### src/rtl/core/assert_macros.svh
// Assertion macros shared by the fast-doubling Fibonacci RTL.
// No dependencies; define ASSERT_OFF to compile the checks out.
`ifndef ASSERT_MACROS_SVH
`define ASSERT_MACROS_SVH

`ifndef ASSERT_OFF

`define FDF_ASSERT_ALWAYS(lbl, clk, rstn, expr) \
  lbl: assert property (@(posedge clk) disable iff (!rstn) (expr)) \
    else $error("always-true check failed");

`define FDF_ASSERT_NEXT(lbl, clk, rstn, ante, cons) \
  lbl: assert property (@(posedge clk) disable iff (!rstn) (ante) |=> (cons)) \
    else $error("next-cycle check failed");

`else

`define FDF_ASSERT_ALWAYS(lbl, clk, rstn, expr)

`define FDF_ASSERT_NEXT(lbl, clk, rstn, ante, cons)

`endif

`endif

### src/rtl/core/fdf_pkg.sv
// Widths and constants for the fast-doubling Fibonacci core.
// No dependencies; imported by fdf_mul64 and fast_doubling_fibonacci_core.
`timescale 1ns / 1ps

package fdf_pkg;

  localparam int unsigned IDX_W  = 7;
  localparam int unsigned VAL_W  = 64;
  localparam int unsigned HALF_W = VAL_W / 2;
  localparam int unsigned BIT_W  = $clog2(IDX_W);

  localparam logic [BIT_W-1:0] TOP_BIT        = BIT_W'(IDX_W - 1);
  localparam logic [IDX_W-1:0] LAST_EXACT_IDX = IDX_W'(93);

endpackage

### src/rtl/core/fast_doubling_fibonacci_core.sv
// Fast-doubling Fibonacci core: F(n) mod 2^64 for a 7-bit index n.
// Uses fdf_pkg, fdf_mul64 and assert_macros.svh.
//
//   channel | ports                                   | role
//   in      | in_valid, in_ready, in_index_n          | index beat
//   out     | out_valid, out_ready, out_fib_value,    | result beat
//           | out_overflowed                          |
//
// Each index scans all 7 bits; a bit takes three 64-bit multiplies on the
// shared 32x32 multiplier plus an update state. A new index is accepted
// only once the result of the last one has been loaded into the out register.
// in_ready is high only in idle; a stalled out beat holds the core in its
// final state. Synchronous active-low reset clears control only.
`timescale 1ns / 1ps

module fast_doubling_fibonacci_core import fdf_pkg::*; (
  input  logic             clk,
  input  logic             rst_n,
  input  logic             in_valid,
  output logic             in_ready,
  input  logic [IDX_W-1:0] in_index_n,
  output logic             out_valid,
  input  logic             out_ready,
  output logic [VAL_W-1:0] out_fib_value,
  output logic             out_overflowed
);

  `include "assert_macros.svh"

  typedef enum logic [3:0] {
    S_IDLE, S_EVEN_GO, S_EVEN_WAIT, S_SQA_GO, S_SQA_WAIT,
    S_SQB_GO, S_SQB_WAIT, S_UPDATE, S_DONE
  } state_t;

  state_t            state_r;
  logic [IDX_W-1:0]  n_r;
  logic [BIT_W-1:0]  bit_r;
  logic              ovf_r;
  logic [VAL_W-1:0]  fk_r;
  logic [VAL_W-1:0]  fk1_r;
  logic [VAL_W-1:0]  even_r;
  logic [VAL_W-1:0]  sqa_r;
  logic [VAL_W-1:0]  odd_r;
  logic              out_valid_r;
  logic [VAL_W-1:0]  out_fib_r;
  logic              out_ovf_r;

  logic              mul_start;
  logic [VAL_W-1:0]  mul_a;
  logic [VAL_W-1:0]  mul_b;
  logic              mul_busy;
  logic              mul_done;
  logic [VAL_W-1:0]  mul_prod;
  logic [VAL_W-1:0]  twice_diff;

  assign twice_diff = {fk1_r[VAL_W-2:0], 1'b0} - fk_r;
  assign mul_start  = (state_r == S_EVEN_GO) || (state_r == S_SQA_GO) ||
                      (state_r == S_SQB_GO);

  always_comb begin
    unique case (state_r)
      S_EVEN_GO: begin
        mul_a = fk_r;
        mul_b = twice_diff;
      end
      S_SQB_GO: begin
        mul_a = fk1_r;
        mul_b = fk1_r;
      end
      default: begin
        mul_a = fk_r;
        mul_b = fk_r;
      end
    endcase
  end

  fdf_mul64 u_mul (
    .clk   (clk),
    .rst_n (rst_n),
    .start (mul_start),
    .op_a  (mul_a),
    .op_b  (mul_b),
    .busy  (mul_busy),
    .done  (mul_done),
    .prod  (mul_prod)
  );

  always_ff @(posedge clk) begin
    if (!rst_n) begin
      state_r     <= S_IDLE;
      out_valid_r <= 1'b0;
    end else begin
      if (out_valid_r && out_ready && state_r != S_DONE) begin
        out_valid_r <= 1'b0;
      end
      unique case (state_r)
        S_IDLE: begin
          if (in_valid) begin
            n_r     <= in_index_n;
            ovf_r   <= (in_index_n > LAST_EXACT_IDX);
            bit_r   <= TOP_BIT;
            fk_r    <= '0;
            fk1_r   <= VAL_W'(1);
            state_r <= S_EVEN_GO;
          end
        end
        S_EVEN_GO: state_r <= S_EVEN_WAIT;
        S_EVEN_WAIT: begin
          if (mul_done) begin
            even_r  <= mul_prod;
            state_r <= S_SQA_GO;
          end
        end
        S_SQA_GO: state_r <= S_SQA_WAIT;
        S_SQA_WAIT: begin
          if (mul_done) begin
            sqa_r   <= mul_prod;
            state_r <= S_SQB_GO;
          end
        end
        S_SQB_GO: state_r <= S_SQB_WAIT;
        S_SQB_WAIT: begin
          if (mul_done) begin
            odd_r   <= sqa_r + mul_prod;
            state_r <= S_UPDATE;
          end
        end
        S_UPDATE: begin
          if (n_r[bit_r]) begin
            fk_r  <= odd_r;
            fk1_r <= even_r + odd_r;
          end else begin
            fk_r  <= even_r;
            fk1_r <= odd_r;
          end
          if (bit_r == '0) begin
            state_r <= S_DONE;
          end else begin
            bit_r   <= bit_r - BIT_W'(1);
            state_r <= S_EVEN_GO;
          end
        end
        S_DONE: begin
          if (!out_valid_r || out_ready) begin
            out_valid_r <= 1'b1;
            out_fib_r   <= fk_r;
            out_ovf_r   <= ovf_r;
            state_r     <= S_IDLE;
          end
        end
        default: state_r <= S_IDLE;
      endcase
    end
  end

  assign in_ready       = (state_r == S_IDLE);
  assign out_valid      = out_valid_r;
  assign out_fib_value  = out_fib_r;
  assign out_overflowed = out_ovf_r;

  `FDF_ASSERT_ALWAYS(a_idle_mul_quiet, clk, rst_n, !in_ready || !mul_busy)
  `FDF_ASSERT_ALWAYS(a_done_in_wait, clk, rst_n,
    !mul_done || state_r == S_EVEN_WAIT || state_r == S_SQA_WAIT ||
    state_r == S_SQB_WAIT)
  `FDF_ASSERT_NEXT(a_accept_starts, clk, rst_n, in_valid && in_ready,
    state_r == S_EVEN_GO && bit_r == TOP_BIT)

endmodule

### src/rtl/core/fdf_mul64.sv
// Sequential 64x64 multiplier keeping the low 64 product bits.
// One shared 32x32 multiplier over three partial products; uses fdf_pkg.
`timescale 1ns / 1ps

module fdf_mul64 import fdf_pkg::*; (
  input  logic             clk,
  input  logic             rst_n,
  input  logic             start,
  input  logic [VAL_W-1:0] op_a,
  input  logic [VAL_W-1:0] op_b,
  output logic             busy,
  output logic             done,
  output logic [VAL_W-1:0] prod
);

  typedef enum logic [1:0] {PH_LL, PH_LH, PH_HL} phase_t;

  phase_t             phase_r;
  logic               busy_r;
  logic               done_r;
  logic [VAL_W-1:0]   a_r;
  logic [VAL_W-1:0]   b_r;
  logic [VAL_W-1:0]   acc_r;
  logic [HALF_W-1:0]  mul_x;
  logic [HALF_W-1:0]  mul_y;
  logic [VAL_W-1:0]   part;

  assign mul_x = (phase_r == PH_HL) ? a_r[VAL_W-1:HALF_W] : a_r[HALF_W-1:0];
  assign mul_y = (phase_r == PH_LH) ? b_r[VAL_W-1:HALF_W] : b_r[HALF_W-1:0];
  assign part  = VAL_W'(mul_x) * VAL_W'(mul_y);

  always_ff @(posedge clk) begin
    if (!rst_n) begin
      phase_r <= PH_LL;
      busy_r  <= 1'b0;
      done_r  <= 1'b0;
    end else begin
      done_r <= 1'b0;
      if (start) begin
        a_r     <= op_a;
        b_r     <= op_b;
        busy_r  <= 1'b1;
        phase_r <= PH_LL;
      end else if (busy_r) begin
        unique case (phase_r)
          PH_LL: begin
            acc_r   <= part;
            phase_r <= PH_LH;
          end
          PH_LH: begin
            acc_r[VAL_W-1:HALF_W] <= acc_r[VAL_W-1:HALF_W] + part[HALF_W-1:0];
            phase_r               <= PH_HL;
          end
          PH_HL: begin
            acc_r[VAL_W-1:HALF_W] <= acc_r[VAL_W-1:HALF_W] + part[HALF_W-1:0];
            busy_r                <= 1'b0;
            done_r                <= 1'b1;
            phase_r               <= PH_LL;
          end
          default: phase_r <= PH_LL;
        endcase
      end
    end
  end

  assign busy = busy_r;
  assign done = done_r;
  assign prod = acc_r;

endmodule
### config.mk
export PLATFORM = sky130hd
export DESIGN_NAME = fast_doubling_fibonacci_core
export DESIGN_NICKNAME = d
export VERILOG_FILES = /design/src/rtl/core/fdf_pkg.sv /design/src/rtl/core/fast_doubling_fibonacci_core.sv /design/src/rtl/core/fdf_mul64.sv
export VERILOG_INCLUDE_DIRS = /design/src /design/src/rtl/core
export SDC_FILE = /design/constraint.sdc
export NUM_CORES = 2
export LEC_CHECK = 0
export BUFFER_PORTS_ARGS = -buffer_cell sky130_fd_sc_hd__buf_2
export CAP_MARGIN = 20
export CELL_PAD_IN_SITES_DETAIL_PLACEMENT = 0
export CELL_PAD_IN_SITES_GLOBAL_PLACEMENT = 2
export CORE_UTILIZATION = 39
export DETAILED_ROUTE_END_ITERATION = 16
export GPL_TIMING_DRIVEN = 1
export PLACE_DENSITY = 0.88
export SLEW_MARGIN = 20
export SYNTH_ARGS = -nofsm -noshare
export SYNTH_HDL_FRONTEND = slang
export SYNTH_SLANG_ARGS = --single-unit
### constraint.sdc
create_clock -name clk -period 9.3 [get_ports clk]
set_clock_uncertainty 0.05 [all_clocks]
set_input_delay 0.93 -clock clk [delete_from_list [all_inputs] [get_ports clk]]
set_output_delay 0.93 -clock clk [all_outputs]
set_load 0.02 [all_outputs]
Word-level counts from Yosys, hierarchy flattened

Cells that the tools add are included.

Multipliers: 1
Equal/unequal tests: 17
Mux-type cells: 31
Bitwise operators: 3
Order comparisons: 2
Add/subtract/negate cells: 5
Reductions and logical operators: 25

Operators with widths:

| operator                                                                 | count |
|---|---|
| 64-bit one-hot mux with 2 select lines                                   | 3 |
| 64-bit 2-to-1 mux                                                        | 5 |
| 64-bit adder                                                             | 2 |
| 32-bit by 32-bit multiplier with 64-bit output                           | 1 |
| 32-bit 2-to-1 mux                                                        | 2 |
| 32-bit one-hot mux with 2 select lines                                   | 1 |
| 64-bit subtractor                                                        | 1 |
| 4-bit one-hot mux with 9 select lines                                    | 1 |
| 32-bit adder                                                             | 1 |
| 4-bit 2-to-1 mux                                                         | 6 |
| 3-bit AND reduction                                                      | 6 |
| 4-bit by 3-bit equality test with 1-bit output (second input constant)   | 4 |
| 4-bit AND reduction                                                      | 3 |
| 4-bit by 2-bit equality test with 1-bit output (second input constant)   | 2 |
| 1-bit 2-to-1 mux                                                         | 8 |
| 7-bit > comparator (second input constant)                               | 1 |
| 3-bit 2-to-1 mux                                                         | 2 |
| 2-bit by 1-bit inequality test with 1-bit output (second input constant) | 3 |
| 2-bit inequality test (second input constant)                            | 3 |
| 3-bit one-hot mux with 2 select lines                                    | 1 |
| 5-bit AND reduction                                                      | 1 |
| 4-bit by 1-bit equality test with 1-bit output (second input constant)   | 1 |
| 4-bit equality test (second input constant)                              | 1 |
| 4-bit zero test                                                          | 1 |
| 17 further kinds                                                         | 24 |

Register bits after elaboration: 597
Input bits: 11

Logic depth before layout (Yosys ltp)

Word-level depth: 5
Depth in mapped cells: 43

Hierarchy

A second synthesis with hierarchy kept.

Cell total of the unflattened synthesis: 7141
Area, all modules: 67890.1 um^2

Modules (own cells, without submodules):

| module                       | cells an instance | instances | area an instance (um^2) |
|---|---|---|---|
| fdf_mul64                    | 4290              | 1         | 40966.8 |
| fast_doubling_fibonacci_core | 2851              | 1         | 26923.3 |

Least setup slack after synthesis

No wires, ideal clock.

Kind: flip-flop to flip-flop
Start: reg u_mul.phase_r[0]
End: reg u_mul.acc_r[62] (netlist: u_mul.prod[62]) (data pin)
Arrival: 9430 ps
Library setup time: 268 ps
Required time: 8982 ps
Cell stages (with the launch flop): 38
Path buffers: 4
Period minus slack after synthesis: 9748 ps
Slack: -448 ps
Cell sequence: dfxtp_1 > inv_1 > ha_1 > clkbuf_1 > clkbuf_1 > clkbuf_1 > mux2i_1 > clkbuf_1 > nor2_1 > fa_1 > fa_1 > fa_1 > inv_1 > fa_1 > inv_1 > fa_1 > inv_1 > fa_1 > (+2 left out) > inv_1 > fa_1 > inv_1 > ha_1 > a21o_1 > a21o_1 > o21bai_1 > xnor2_1 > ha_1 > and3_1 > a221oi_1 > nor2b_1 > a311o_1 > a41oi_1 > a21oi_1 > a21oi_1 > xor2_1 > mux2i_1

Word-level cells in the longest chain between the ends: 5

Ends and longest elaborated chain:

| what                                                                                         | line                             | text |
|---|---|---|
| from (decl)                                                                                  | fdf_mul64.sv:18                  | `phase_t phase_r;` |
| from (signal assigned)                                                                       | fdf_mul64.sv:34                  | `phase_r <= PH_LL;` |
| from (signal assigned)                                                                       | fdf_mul64.sv:43                  | `phase_r <= PH_LL;` |
| from (signal assigned)                                                                       | fdf_mul64.sv:48                  | `phase_r <= PH_LH;` |
| 2-bit equality test / 2-bit by 1-bit equality test with 1-bit output (equally long branches) | fdf_mul64.sv:28, fdf_mul64.sv:29 |  |
| 32-bit 2-to-1 mux (on tied branches)                                                         | fdf_mul64.sv:28, fdf_mul64.sv:29 |  |
| 32-bit by 32-bit multiplier with 64-bit output (*)                                           | fdf_mul64.sv:30                  | `assign part = VAL_W'(mul_x) * VAL_W'(mul_y);` |
| net u_mul.part[20]                                                                           | fdf_mul64.sv:26                  | `logic [VAL_W-1:0] part;` |
| 32-bit adder (*)                                                                             | fdf_mul64.sv:51, fdf_mul64.sv:55 |  |
| 32-bit one-hot mux with 2 select lines (*)                                                   | fdf_mul64.sv:45                  | `unique case (phase_r)` |
| to (signal assigned)                                                                         | fdf_mul64.sv:47                  | `acc_r <= part;` |
| to (signal, indexed assignment)                                                              | fdf_mul64.sv:51                  | `acc_r[VAL_W-1:HALF_W] <= acc_r[VAL_W-1:HALF_W] + part[HALF_W-1:0];` |
| to (signal, indexed assignment)                                                              | fdf_mul64.sv:55                  | `acc_r[VAL_W-1:HALF_W] <= acc_r[VAL_W-1:HALF_W] + part[HALF_W-1:0];` |
| to (decl)                                                                                    | fdf_mul64.sv:23                  | `logic [VAL_W-1:0] acc_r;` |

Mark *: on every way through the listed nets, which the timed path passes. The rest lies on a longest branch.
A chain may end at the register's enable or synchronous reset.

Worst setup path after layout

Start: reg u_mul.phase_r[1]
End: reg u_mul.acc_r[58] (netlist: u_mul.prod[58]) (data pin)

Word-level cells in the longest chain between the ends: 5

Ends and longest elaborated chain:

| what                                                                                         | line |
|---|---|
| 2-bit equality test / 2-bit by 1-bit equality test with 1-bit output (equally long branches) | fdf_mul64.sv:28, fdf_mul64.sv:45, fdf_mul64.sv:29 |
| 32-bit 2-to-1 mux (on tied branches)                                                         | fdf_mul64.sv:28, fdf_mul64.sv:29 |
| 32-bit by 32-bit multiplier with 64-bit output                                               | fdf_mul64.sv:30 |
| 32-bit adder                                                                                 | fdf_mul64.sv:51, fdf_mul64.sv:55 |
| 32-bit one-hot mux with 2 select lines (*)                                                   | fdf_mul64.sv:45 |

Every way passes the cells marked *; elsewhere a longest branch is shown, timed or not.

==> results.json <==
{
  "cts.clk_slew.worst_paths_ps": 70,
  "fillers": 16624,
  "root_buffer": "clkbuf_16",
  "endpoint_kind": "flip-flop",
  "via_count": 53580,
  "final.min_clock_period_ps": 9079,
  "initial_core_util_pct": 39.38,
  "synthTopCellsByArea": "fa_1, edfxtp_1, ha_1",
  "pin_count": 78,
  "drtPass1Iterations": 6,
  "slew_violations": 0,
  "path_class": "reg -> reg",
  "cpMostUsedCell": "fa_1",
  "max_cap_violations": 0,
  "portBuffers": 77,
  "htreeDepth": 3,
  "synth_ff_type": "edfxtp_1",
  "r2r_start": "u_mul.phase_r[1]",
  "min_path_type": "in -> reg",
  "rsz0062_at_grt": "yes",
  "start_kind": "flip-flop",
  "setup_viol": 0,
  "max_freq_mhz": 110.1,
  "worstReg2RegEnd": "u_mul.prod[58]",
  "cp-endpoint": "u_mul.prod[58]",
  "clock-sinks": 597,
  "synth_top_area_share_pct": 26.61,
  "core_sq_um": 171900,
  "postRouteAntennaNets": 0,
  "drive_above_1_share_pct": 12.88,
  "layout_commonest_cell": "nand2_1",
  "r2r_cells": 32,
  "syn-cell-area_sq_um": 67700,
  "cts_made_buffers": 68,
  "first_iter_violations": 5103,
  "grt_max_degree": 87,
  "slowest_delay_ps": 600,
  "clock_latency_ps": 700,
  "synthesis.area_per_instance_sq_um": 9.514,
  "dp_cells": 9634,
  "hold_viol_final": 0,
  "cts_tree": "done",
  "area_growth_pct": 14.21,
  "outcome": "finished clean",
  "critPathLaunch": "u_mul.phase_r[1]",
  "floorplan.die.height_um": 418.6,
  "final_cell_mix": "nand2_1, inv_1, fa_1, nor2_1, edfxtp_1",
  "syn_nets": 8516,
  "num_rows": 152,
  "reg2reg_slack_ps": 220,
  "area.sequential_sq_um": 17840,
  "die_area_sq_um": 175300,
  "finish.net_count": 8846,
  "critPathSlowestCell": "fa_1",
  "syn_inst": 7116,
  "fin_setup_tns_ps": 0,
  "place.gp.congestion": 0.9783,
  "dpl.hpwl_mm": 202.4,
  "die_w_um": 418.6,
  "globalRouteTotalUtil_pct": 27.60,
  "min_period_over_period_pct": 97.62,
  "ys_warn_count": 0,
  "max_slew.worst_pin.slew_ps": 1064,
  "arrival_ps": 9390,
  "yosysTopAreaCell": "fa_1",
  "synth_cell_types": 98,
  "wl_per_cell_um": 24.56,
  "cp_max_fo": 9,
  "grt_pass1_vias": 53945,
  "drc": 0,
  "hold_buffers": 0,
  "via_per_inst": 5.461,
  "fin_cells": 9812,
  "multi_input_area_sq_um": 45840,
  "ys_ff_latch": 597,
  "slew_headroom_pct": 28.59,
  "cp.required_ps": 9610,
  "synth_edf_count": 588,
  "antenna_found_initial": 16,
  "yosysSeqAreaShare_pct": 26.35,
  "drt_wl_total_mm": 241.0,
  "grt-ovfl-total": 0,
  "clockBufferDepth": 3,
  "grt_pass1_wl_mm": 357.0,
  "synthArstFlopShare_pct": 0
}
## cells in the mapped netlist (6+ instances only)
| cell | instances |
|---|---|
| nand2_1 | 1109 |
| inv_1 | 1001 |
| fa_1 | 900 |
| nor2_1 | 611 |
| edfxtp_1 | 588 |
| ha_1 | 489 |
| a21oi_1 | 455 |
| clkbuf_1 | 297 |
| o21ai_0 | 225 |
| a21o_1 | 216 |
| xnor2_1 | 159 |
| xor2_1 | 99 |
| mux2i_1 | 76 |
| nand4_1 | 69 |
| nand3_1 | 61 |
| a211oi_1 | 57 |
| mux2_2 | 52 |
| o21ai_1 | 47 |
| and3_1 | 44 |
| a31oi_1 | 43 |
| o21bai_1 | 41 |
| nor2b_1 | 39 |
| nand2b_1 | 38 |
| o21a_1 | 38 |
| nor3_1 | 34 |
| buf_1 | 29 |
| and2_1 | 27 |
| or3_1 | 15 |
| o211ai_1 | 14 |
| o31ai_1 | 12 |
| a22o_1 | 11 |
| buf_2 | 11 |
| a311oi_1 | 10 |
| nor3b_1 | 10 |
| a21boi_0 | 9 |
| a41oi_1 | 9 |
| dfxtp_1 | 9 |
| mux2_1 | 9 |
| nor4_1 | 9 |
| o31a_1 | 9 |
| o221ai_1 | 8 |
| a221oi_1 | 6 |
| a31o_2 | 6 |
| o22ai_1 | 6 |
## per-layer routing
layer	wire length, um	global-route usage (%)
met3	16790	3.309
met2	110000	44.06
met5	0	0
met4	8739	8.766
met1	105400	39.00
## worst min-delay path by stage
stage / from / endpoint / depth (start not counted)
after CTS: in_index_n[0] / n_r[0] / 1
after global placement: ovf_r / out_overflowed / 0
after global routing: in_index_n[0] / n_r[0] / 1
after detailed placement: ovf_r / out_overflowed / 0
final: in_index_n[0] / n_r[0] / 1
after floorplan: ovf_r / out_overflowed / 0
## area by class of cell
class	instances	share of cell area [%]
multi-input cells	5175	59.28
flip-flops and latches	597	23.08
repair buffers	603	6.209
inverters	1001	4.860
well taps	2310	3.738
clock buffers	77	2.245
clock inverters	46	0.5793
diodes	3	0.009710
## worst max-delay path: cells and delay by family (launching register included)
kind,cells,cell delay [ps]
buffers and inverters,9,1050
and+or+nand+nor,4,1010
adders and majority gates,10,4670
xor gates and xnor gates,1,160
DFF,1,340
AOI/OAI and AO/OA,7,1220
muxes,1,240
## registers in the layout, summed over array words and instances, names as in the netlist
name            flops
even_r             64
fk1_r              64
fk_r               64
odd_r              64
out_fib_value      64
sqa_r              64
u_mul.a_r          64
u_mul.b_r          64
u_mul.prod         64
n_r                 7
state_r             4
bit_r               3
u_mul.phase_r       2
out_overflowed      1
out_valid           1
ovf_r               1
u_mul.busy          1
u_mul.done          1
## metrics by stage
stage	cell area, sq um	hold WS [ps]	util, %	setup WS [ps]
2_1_floorplan	67750	350.3	-	5.919
3_3_place_gp	73600	355.4	42.81	-245.3
3_5_place_dp	73600	362.4	42.81	-297.6
4_1_cts	76040	317.0	44.23	-26.05
5_1_grt	77310	341.3	44.97	-102.7
6_report	77320	361.2	44.97	221.1
## cell families (layout without fill, tap and decap cells)
logic type / Yosys count / in the layout / share of synthesized area, %
AND/OR/NAND/NOR: 2093 / 2093 / 12.94
flip-flops: 597 / 597 / 26.35
AO/OA/AOI/OAI: 1297 / 1297 / 12.05
multiplexers: 138 / 138 / 2.172
other: 0 / 3 / 0
adder cells (fa/ha/maj): 1389 / 1389 / 35.65
buffers and inverters: 1344 / 1727 / 7.502
XOR/XNOR: 258 / 258 / 3.338
## repair_timing
| action | CTS | global route |
|---|---|---|
| buffers inserted | 6 | 44 |
| hold endpoints to repair | 0 | 0 |
| resized for setup | 35 | 200 |
| pin swaps | 4 | 83 |
| endpoints found under the setup margin | 24 | 25 |
| gates cloned | 0 | 2 |
Power is left out: the tool's default activity adds up to more than one toggle a clock period on the data nets, which glitch-free logic cannot reach.
